$ cat src/rtl/core/sgt_pkg.sv
// Shared package for the square grid transposition block.
// Holds the request and response payload types, the sequencer and phase
// encodings, and the default string capacity. No dependencies.
`timescale 1ns / 1ps

package sgt_pkg;

    localparam int unsigned MAX_LEN = 256;

    localparam logic [7:0] SPACE_CHAR = 8'd32;

    localparam logic CMD_LOAD  = 1'b0;
    localparam logic CMD_FETCH = 1'b1;

    typedef enum logic [1:0] {
        ST_IDLE,
        ST_ROOT,
        ST_PUSH
    } state_t;

    typedef enum logic [1:0] {
        PH_EMPTY,
        PH_LOADING,
        PH_READING
    } phase_t;

    typedef struct packed {
        logic       cmd;
        logic [7:0] in_char;
        logic       in_last;
    } req_t;

    typedef struct packed {
        logic [7:0] out_char;
        logic       out_last;
        logic       out_valid;
    } rsp_t;

endpackage

$ cat src/rtl/core/sgt_isqrt.sv
// Iterative grid sizing unit: integer square root by running odd-number sums.
// Produces the row and column counts of the grid for a string length.
// Depends on: nothing outside this file.
`timescale 1ns / 1ps

module sgt_isqrt #(
    parameter int unsigned CNT_W  = 9,
    parameter int unsigned ROOT_W = 6
) (
    input  logic              clk,
    input  logic              rst_n,
    input  logic              start,
    input  logic [CNT_W-1:0]  len,
    output logic              done,
    output logic [ROOT_W-1:0] rows,
    output logic [ROOT_W-1:0] cols
);

    localparam int unsigned SQ_W = CNT_W + 2;

    logic              run_reg;
    logic              done_reg;
    logic [SQ_W-1:0]   len_reg;
    logic [ROOT_W-1:0] r_reg;
    logic [SQ_W-1:0]   sq_reg;      // (r + 1)^2
    logic [SQ_W-1:0]   sq_lo_reg;   // r^2
    logic [ROOT_W-1:0] rows_reg;
    logic [ROOT_W-1:0] cols_reg;

    logic              step;
    logic              exact;
    logic              near;
    logic [SQ_W-1:0]   r_ext;
    logic [SQ_W-1:0]   sq_next;
    logic [ROOT_W-1:0] r_inc;

    always_comb
    begin
        r_ext   = SQ_W'(r_reg);
        r_inc   = r_reg + ROOT_W'(1);
        step    = (sq_reg <= len_reg);
        exact   = (sq_lo_reg == len_reg);
        near    = ((sq_lo_reg + r_ext) <= len_reg);
        sq_next = sq_reg + (r_ext << 1) + SQ_W'(3);
    end

    always_ff @(posedge clk or negedge rst_n)
    begin
        if (!rst_n)
        begin
            run_reg  <= 1'b0;
            done_reg <= 1'b0;
        end
        else if (start)
        begin
            run_reg  <= 1'b1;
            done_reg <= 1'b0;
        end
        else if (run_reg && !step)
        begin
            run_reg  <= 1'b0;
            done_reg <= 1'b1;
        end
        else
        begin
            done_reg <= 1'b0;
        end
    end

    always_ff @(posedge clk)
    begin
        if (start)
        begin
            len_reg   <= SQ_W'(len);
            r_reg     <= '0;
            sq_reg    <= SQ_W'(1);
            sq_lo_reg <= '0;
        end
        else if (run_reg)
        begin
            if (step)
            begin
                r_reg     <= r_inc;
                sq_lo_reg <= sq_reg;
                sq_reg    <= sq_next;
            end
            else
            begin
                rows_reg <= (exact || near) ? r_inc : r_reg;
                cols_reg <= exact ? r_reg : r_inc;
            end
        end
    end

    assign done = done_reg;
    assign rows = rows_reg;
    assign cols = cols_reg;

endmodule

$ cat src/rtl/core/square_grid_transposition.sv
// Top level of the square grid transposition block: text store, read-out
// sequencer and response register. Uses sgt_pkg and sgt_isqrt.
// A fetch goes through a lookup and then the response register, and no new
// request is taken until its response is in that register. The load that
// closes a string is followed by grid sizing in the square-root unit,
// during which no request is taken. A full string of L characters yields
// L + ceil(sqrt(L)) response characters, the last one a space with out_last.
`timescale 1ns / 1ps

module square_grid_transposition #(
    parameter int unsigned MAX_LEN = sgt_pkg::MAX_LEN
) (
    input  logic          clk,
    input  logic          rst_n,
    input  logic          req_valid,
    output logic          req_ready,
    input  sgt_pkg::req_t req_data,
    output logic          rsp_valid,
    input  logic          rsp_ready,
    output sgt_pkg::rsp_t rsp_data
);

    localparam int unsigned CNT_W  = $clog2(MAX_LEN + 1);
    localparam int unsigned ADDR_W = (MAX_LEN > 1) ? $clog2(MAX_LEN) : 1;
    localparam int unsigned ROOT_W = (CNT_W + 1) / 2 + 1;
    localparam int unsigned IDX_W  = CNT_W + 1;

    sgt_pkg::state_t   state_reg, state_next;
    sgt_pkg::phase_t   phase_reg, phase_next;
    logic [CNT_W-1:0]  count_reg, count_next;
    logic [ROOT_W-1:0] rows_reg, rows_next;
    logic [ROOT_W-1:0] cols_reg, cols_next;
    logic [ROOT_W-1:0] col_reg, col_next;
    logic [ROOT_W-1:0] row_reg, row_next;
    logic [IDX_W-1:0]  idx_reg, idx_next;

    logic              pend_mem_reg, pend_mem_next;
    logic [7:0]        pend_char_reg, pend_char_next;
    logic              pend_last_reg, pend_last_next;
    logic              pend_ok_reg, pend_ok_next;

    logic              rsp_valid_reg, rsp_valid_next;
    sgt_pkg::rsp_t     rsp_data_reg, rsp_data_next;

    logic [7:0]        text_store [MAX_LEN];
    logic [7:0]        rd_data_reg;
    logic              mem_we;
    logic [ADDR_W-1:0] mem_waddr;
    logic              mem_re;

    logic              accept;
    logic [CNT_W-1:0]  count_base;
    logic              cell_ok;
    logic [ROOT_W-1:0] col_inc;
    logic              root_start;
    logic              root_done;
    logic [ROOT_W-1:0] root_rows;
    logic [ROOT_W-1:0] root_cols;

    sgt_isqrt #(
        .CNT_W  (CNT_W),
        .ROOT_W (ROOT_W)
    ) u_isqrt (
        .clk   (clk),
        .rst_n (rst_n),
        .start (root_start),
        .len   (count_next),
        .done  (root_done),
        .rows  (root_rows),
        .cols  (root_cols)
    );

    always_comb
    begin
        state_next     = state_reg;
        phase_next     = phase_reg;
        count_next     = count_reg;
        rows_next      = rows_reg;
        cols_next      = cols_reg;
        col_next       = col_reg;
        row_next       = row_reg;
        idx_next       = idx_reg;
        pend_mem_next  = pend_mem_reg;
        pend_char_next = pend_char_reg;
        pend_last_next = pend_last_reg;
        pend_ok_next   = pend_ok_reg;
        rsp_valid_next = rsp_valid_reg;
        rsp_data_next  = rsp_data_reg;
        mem_we         = 1'b0;
        mem_re         = 1'b0;
        root_start     = 1'b0;
        req_ready      = 1'b0;

        count_base = (phase_reg == sgt_pkg::PH_LOADING) ? count_reg : '0;
        mem_waddr  = count_base[ADDR_W-1:0];
        cell_ok    = (row_reg < rows_reg) && (idx_reg < IDX_W'(count_reg));
        col_inc    = col_reg + ROOT_W'(1);

        if (rsp_valid_reg && rsp_ready)
            rsp_valid_next = 1'b0;

        case (state_reg)
            sgt_pkg::ST_IDLE:
            begin
                req_ready = 1'b1;
                if (accept)
                begin
                    if (req_data.cmd == sgt_pkg::CMD_LOAD)
                    begin
                        phase_next = sgt_pkg::PH_LOADING;
                        count_next = count_base;
                        if (count_base < CNT_W'(MAX_LEN))
                        begin
                            mem_we     = 1'b1;
                            count_next = count_base + CNT_W'(1);
                        end
                        if (req_data.in_last)
                        begin
                            root_start = 1'b1;
                            state_next = sgt_pkg::ST_ROOT;
                        end
                    end
                    else
                    begin
                        state_next     = sgt_pkg::ST_PUSH;
                        pend_mem_next  = 1'b0;
                        pend_char_next = '0;
                        pend_last_next = 1'b0;
                        pend_ok_next   = (phase_reg == sgt_pkg::PH_READING);
                        if (phase_reg == sgt_pkg::PH_READING)
                        begin
                            if (cell_ok)
                            begin
                                mem_re        = 1'b1;
                                pend_mem_next = 1'b1;
                                row_next      = row_reg + ROOT_W'(1);
                                idx_next      = idx_reg + IDX_W'(cols_reg);
                            end
                            else
                            begin
                                pend_char_next = sgt_pkg::SPACE_CHAR;
                                row_next       = '0;
                                if (col_inc >= cols_reg)
                                begin
                                    pend_last_next = 1'b1;
                                    col_next       = '0;
                                    idx_next       = '0;
                                    count_next     = '0;
                                    phase_next     = sgt_pkg::PH_EMPTY;
                                end
                                else
                                begin
                                    col_next = col_inc;
                                    idx_next = IDX_W'(col_inc);
                                end
                            end
                        end
                    end
                end
            end

            sgt_pkg::ST_ROOT:
            begin
                if (root_done)
                begin
                    rows_next  = root_rows;
                    cols_next  = root_cols;
                    col_next   = '0;
                    row_next   = '0;
                    idx_next   = '0;
                    phase_next = sgt_pkg::PH_READING;
                    state_next = sgt_pkg::ST_IDLE;
                end
            end

            sgt_pkg::ST_PUSH:
            begin
                if (!rsp_valid_reg || rsp_ready)
                begin
                    rsp_valid_next          = 1'b1;
                    rsp_data_next.out_char  = pend_mem_reg ? rd_data_reg : pend_char_reg;
                    rsp_data_next.out_last  = pend_last_reg;
                    rsp_data_next.out_valid = pend_ok_reg;
                    state_next              = sgt_pkg::ST_IDLE;
                end
            end

            default:
            begin
                state_next = sgt_pkg::ST_IDLE;
            end
        endcase
    end

    assign accept = req_valid && req_ready;

    always_ff @(posedge clk or negedge rst_n)
    begin
        if (!rst_n)
        begin
            state_reg     <= sgt_pkg::ST_IDLE;
            phase_reg     <= sgt_pkg::PH_EMPTY;
            count_reg     <= '0;
            rows_reg      <= '0;
            cols_reg      <= '0;
            col_reg       <= '0;
            row_reg       <= '0;
            idx_reg       <= '0;
            rsp_valid_reg <= 1'b0;
        end
        else
        begin
            state_reg     <= state_next;
            phase_reg     <= phase_next;
            count_reg     <= count_next;
            rows_reg      <= rows_next;
            cols_reg      <= cols_next;
            col_reg       <= col_next;
            row_reg       <= row_next;
            idx_reg       <= idx_next;
            rsp_valid_reg <= rsp_valid_next;
        end
    end

    always_ff @(posedge clk)
    begin
        pend_mem_reg  <= pend_mem_next;
        pend_char_reg <= pend_char_next;
        pend_last_reg <= pend_last_next;
        pend_ok_reg   <= pend_ok_next;
        rsp_data_reg  <= rsp_data_next;
    end

    // text store: one write port, one registered read port
    always_ff @(posedge clk)
    begin
        if (mem_we)
            text_store[mem_waddr] <= req_data.in_char;
        if (mem_re)
            rd_data_reg <= text_store[idx_reg[ADDR_W-1:0]];
    end

    assign rsp_valid = rsp_valid_reg;
    assign rsp_data  = rsp_data_reg;

endmodule
$ cat config.mk
export PLATFORM = sky130hd
export DESIGN_NAME = square_grid_transposition
export DESIGN_NICKNAME = d
export VERILOG_FILES = /design/src/rtl/core/sgt_pkg.sv /design/src/rtl/core/sgt_isqrt.sv /design/src/rtl/core/square_grid_transposition.sv
export SDC_FILE = /design/constraint.sdc
export NUM_CORES = 2
export LEC_CHECK = 0
export BUFFER_PORTS_ARGS = -buffer_cell sky130_fd_sc_hd__clkbuf_2
export CAP_MARGIN = 0
export CORE_MARGIN = 2
export CORE_UTILIZATION = 60
export DETAILED_ROUTE_END_ITERATION = 12
export PLACE_DENSITY_LB_ADDON = 0.25
export RECOVER_POWER = 25
export SLEW_MARGIN = 20
export SYNTH_ARGS = -nofsm -noshare
export SYNTH_HDL_FRONTEND = slang
export SYNTH_SLANG_ARGS = --single-unit
$ cat constraint.sdc
create_clock -name clk -period 4.22 [get_ports clk]
set_clock_uncertainty 0.15 [all_clocks]
set_input_delay 0.422 -clock clk [delete_from_list [all_inputs] [get_ports clk]]
set_output_delay 0.422 -clock clk [all_outputs]
set_load 0.01 [all_outputs]
==> impl_summary.log <==
INFO  metric outcome = finished with violations
INFO  metric violations = max-capacitance violations, max-slew violations
INFO  metric core.rowCount = 139
INFO  metric final_net_count = 4837
INFO  metric globalRouteTotalUtil = 30.5%
INFO  metric detailed_place_hpwl = 136 mm
INFO  metric critical_path_required = 4.60 ns
INFO  metric drtPass1Iterations = 5
INFO  metric synth_edf_count = 2091
INFO  metric worstMarginPinSlew = 4.10 ns
INFO  metric finalWeightedCongestion = 0.906
INFO  metric grt_antenna_before_repair = 7
INFO  metric finalHoldViolations = 0
INFO  metric die-area = 0.147 mm²
INFO  metric fp.dieW = 383 µm
INFO  metric detailedRoute.firstIterationViolations = 6793
INFO  metric cts_buffer_depth = 3
INFO  metric yosysSeqAreaShare = 75.0%
INFO  metric pre_cts_slack = 0.196 ns
INFO  metric area_delta_synth_final = 13.7%
INFO  metric totalNegativeSetupSlack = 0 ns
INFO  metric setup-violations-final = 0
INFO  metric fin_crit = 4.02 ns
INFO  metric die_h = 383 µm
INFO  metric initial_core_util = 60.2%
INFO  metric cp.arrival = 4.40 ns
INFO  metric pin_count = 26
INFO  metric maxSlewViolCount = 914
INFO  metric post-cts-setup-buffer-count = 0
INFO  metric cts-root-buf = clkbuf_16
INFO  metric vias = 45954
INFO  metric clkLatencyLatePin = 0.84 ns
INFO  metric period_share = 95.3%
INFO  metric numClockSinks = 2169
INFO  metric core = 0.143 mm²
INFO  metric grt_first_pass_wirelength = 319 mm
INFO  metric synthCells = 4333
INFO  metric cts.clk_slew.worst_paths = 0.06 ns
INFO  metric viasPerCell = 6.73
INFO  metric synth.yosys.warnings = 0
INFO  metric slew-limit-headroom = -173%
INFO  metric p_comb_share = 24.8%
INFO  metric crit_chain = buf_12 -> mux4_2 -> a22o_1 -> a221oi_1 -> o22ai_1 -> nor3_1 -> o221ai_1
INFO  metric gr-total-overflow = 0
INFO  metric synth_top_flop_cell = edfxtp_1
INFO  metric worst_setup_path_end_kind = register
INFO  metric layout_commonest_cell = edfxtp_1
INFO  metric hp-class = register to register
INFO  metric netSwitchingFraction = 28.7%
INFO  metric achievable_clock_frequency = 0.249 GHz
INFO  metric synth_seq_cells = 2169
INFO  metric buffer_ports.inserted = 25
INFO  metric routedWlPerCell = 32.2 µm
INFO  metric grt_pass1_vias = 45404
INFO  metric share_of_post_route_cells_with_drive_strength_above_1 = 26.5%
INFO  metric max_cap_violations = 10
INFO  metric layout_common_cells = edfxtp_1 (2091), mux4_2 (531), buf_4 (375)
INFO  metric tritoncts_clock_tree = yes
INFO  metric detail_route.drc_violations = 0
INFO  metric p_switching = 16.5 mW
INFO  metric synthesis.nets = 4419
INFO  metric grt_setup_unrepaired = false
INFO  metric syn-mean-instance-area = 19.9 µm²
INFO  metric vdd.ir_drop.worst = 447 µV
INFO  metric drt-total-wl = 220 mm
INFO  metric synth_async_sr_flop_share = 2.31%
INFO  metric cts_inserted_buffers = 209
INFO  metric report.power.total = 57.5 mW
INFO  metric critical_path.startpoint_type = register
INFO  metric grt_start_max_net_pins = 167
INFO  metric internal_power = 41.0 mW
INFO  metric slowest_cell_delay_on_critical_path = 0.84 ns
INFO  metric setup_ws = 0.199 ns
INFO  metric worst_setup_path_startpoint = idx_reg[1]$_DFFE_PN0P_
INFO  metric largest_reg_flops = 2048
INFO  metric ctsHtreeMaxLevel = 4
INFO  metric reg2reg_from = idx_reg[1]$_DFFE_PN0P_
INFO  metric drt.antenna.violating_nets = 0
INFO  metric sequential_fraction_of_design_power = 42.8%
INFO  metric layout.core_utilization = 68.5%
INFO  metric yosysUniqueCellTypes = 62
INFO  metric critical_path_peak_fanout = 67
INFO  metric netlist_area = 0.0862 mm²
INFO  metric timing.critical_path.slowest_stage_cell = nor3_1
INFO  metric cellPowerDensity = 586 mW/mm²
INFO  metric timing.setup.critical_path_class = register to register
INFO  metric fin_hold_ws = 0.278 ns
INFO  metric power_leakage = 31.4 nW
INFO  metric clock_power_share = 32.4%
INFO  metric hp-start = pend_ok_reg$_DFFE_PP_
==> metrics by stage <==
stage	cell area [µm²]	std cells
after floorplan	86200	4333
after detailed placement	91100	6433
final	98000	6831
after global routing	98000	6829
after global placement	91100	6433
after CTS	98000	6825
==> critical path: cells and delay by family (launching register included) <==
kind,cells,cell delay [ns]
AO/OA/AOI/OAI,4,1.04
buffers and inverters,1,0.40
flip-flops,1,0.74
multiplexers,1,0.43
AND/OR/NAND/NOR,1,0.84
==> layout make-up <==
type / count / area [µm²]
clock buffer: 258 / 5440
multi-input combinational: 1868 / 20200
timing repair buffer: 447 / 3790
tap: 1903 / 2380
sequential: 2169 / 64600
inverter: 56 / 210
clock inverter: 128 / 1390
fill: 8709 / 45100
antenna: 2 / 5.00
==> layer usage <==
metal | part of all wire [%] | track usage, %
met4 | 3.9 | 11.5
met2 | 48 | 47.4
met1 | 37 | 43.6
met3 | 11 | 5.99
met5 | 0.013 | 0
==> repair_timing <==
| action | 4_1_cts | 5_1_grt |
|---|---|---|
| hold buffers | 6 | 2 |
| endpoints found under the hold margin | 50 | 91 |
| resized for setup | 0 | 0 |
==> cell usage after synthesis (all sizes together) (4+ instances only) <==
cell type	instances	area share (%)
mux2	23	0.30
or4	4	0.035
nor3	40	0.23
a221oi	15	0.15
edfxtp	2091	73
buf	129	0.96
clkbuf	111	0.48
a211oi	30	0.26
o21ai	74	0.43
xnor2	28	0.28
nand3	46	0.27
nor2b	39	0.28
a21o	14	0.12
inv	56	0.24
mux4	531	14
nand2b	27	0.20
dfxtp	28	0.65
nand4	15	0.11
o21bai	4	0.035
o22ai	39	0.28
a2111oi	13	0.13
a21oi	87	0.51
or2	6	0.044
or3	9	0.065
and3	10	0.073
ha	69	1.0
nor4	8	0.058
nand2	146	0.64
a22oi	33	0.29
a31oi	26	0.19
mux2i	77	0.89
nor2	338	1.5
o31ai	6	0.052
a22o	13	0.13
and2	25	0.18
xor2	15	0.15
dfrtp	50	1.5
o21a	9	0.078
o211ai	6	0.052
a311oi	7	0.071
o221ai	9	0.091
==> power by group through the flow <==
| stage | clock network (mW) | logic (mW) | registers (mW) |
|---|---|---|---|
| 2_1_floorplan | 0 | 9.37 | 24.6 |
| 3_3_place_gp | 0 | 13.9 | 25.0 |
| 3_5_place_dp | 0 | 14.1 | 25.0 |
| 4_1_cts | 18.8 | 14.2 | 24.5 |
| 5_1_grt | 19.6 | 15.0 | 24.6 |
| 6_report | 18.6 | 14.2 | 24.6 |
==> cells by family after synthesis <==
kind of cell	count (synthesis)	synth area share [%]
and+or+nand+nor	719	3.71
DFF	2169	75.0
adders and majority gates	72	1.07
xor gates and xnor gates	43	0.437
muxes	631	15.1
buffers and inverters	296	1.69
AOI/OAI and AO/OA	403	3.06
==> path summary, 6_finish.rpt <==
kind,endpoint,depth (start not counted),slack (ns)
max,rd_data_reg[4]$_DFFE_PP_,7,0.20
min,rsp_data[0]$_DFFE_PP_,0,0.28
max reg2reg,rd_data_reg[4]$_DFFE_PP_,7,0.20
min reg2reg,rsp_data[0]$_DFFE_PP_,0,0.28
max in group asynchronous,idx_reg[0]$_DFFE_PN0P_,2,2.16
min in group asynchronous,count_reg[7]$_DFF_PN0_,2,0.46
(Power assumes the default switching activity.)
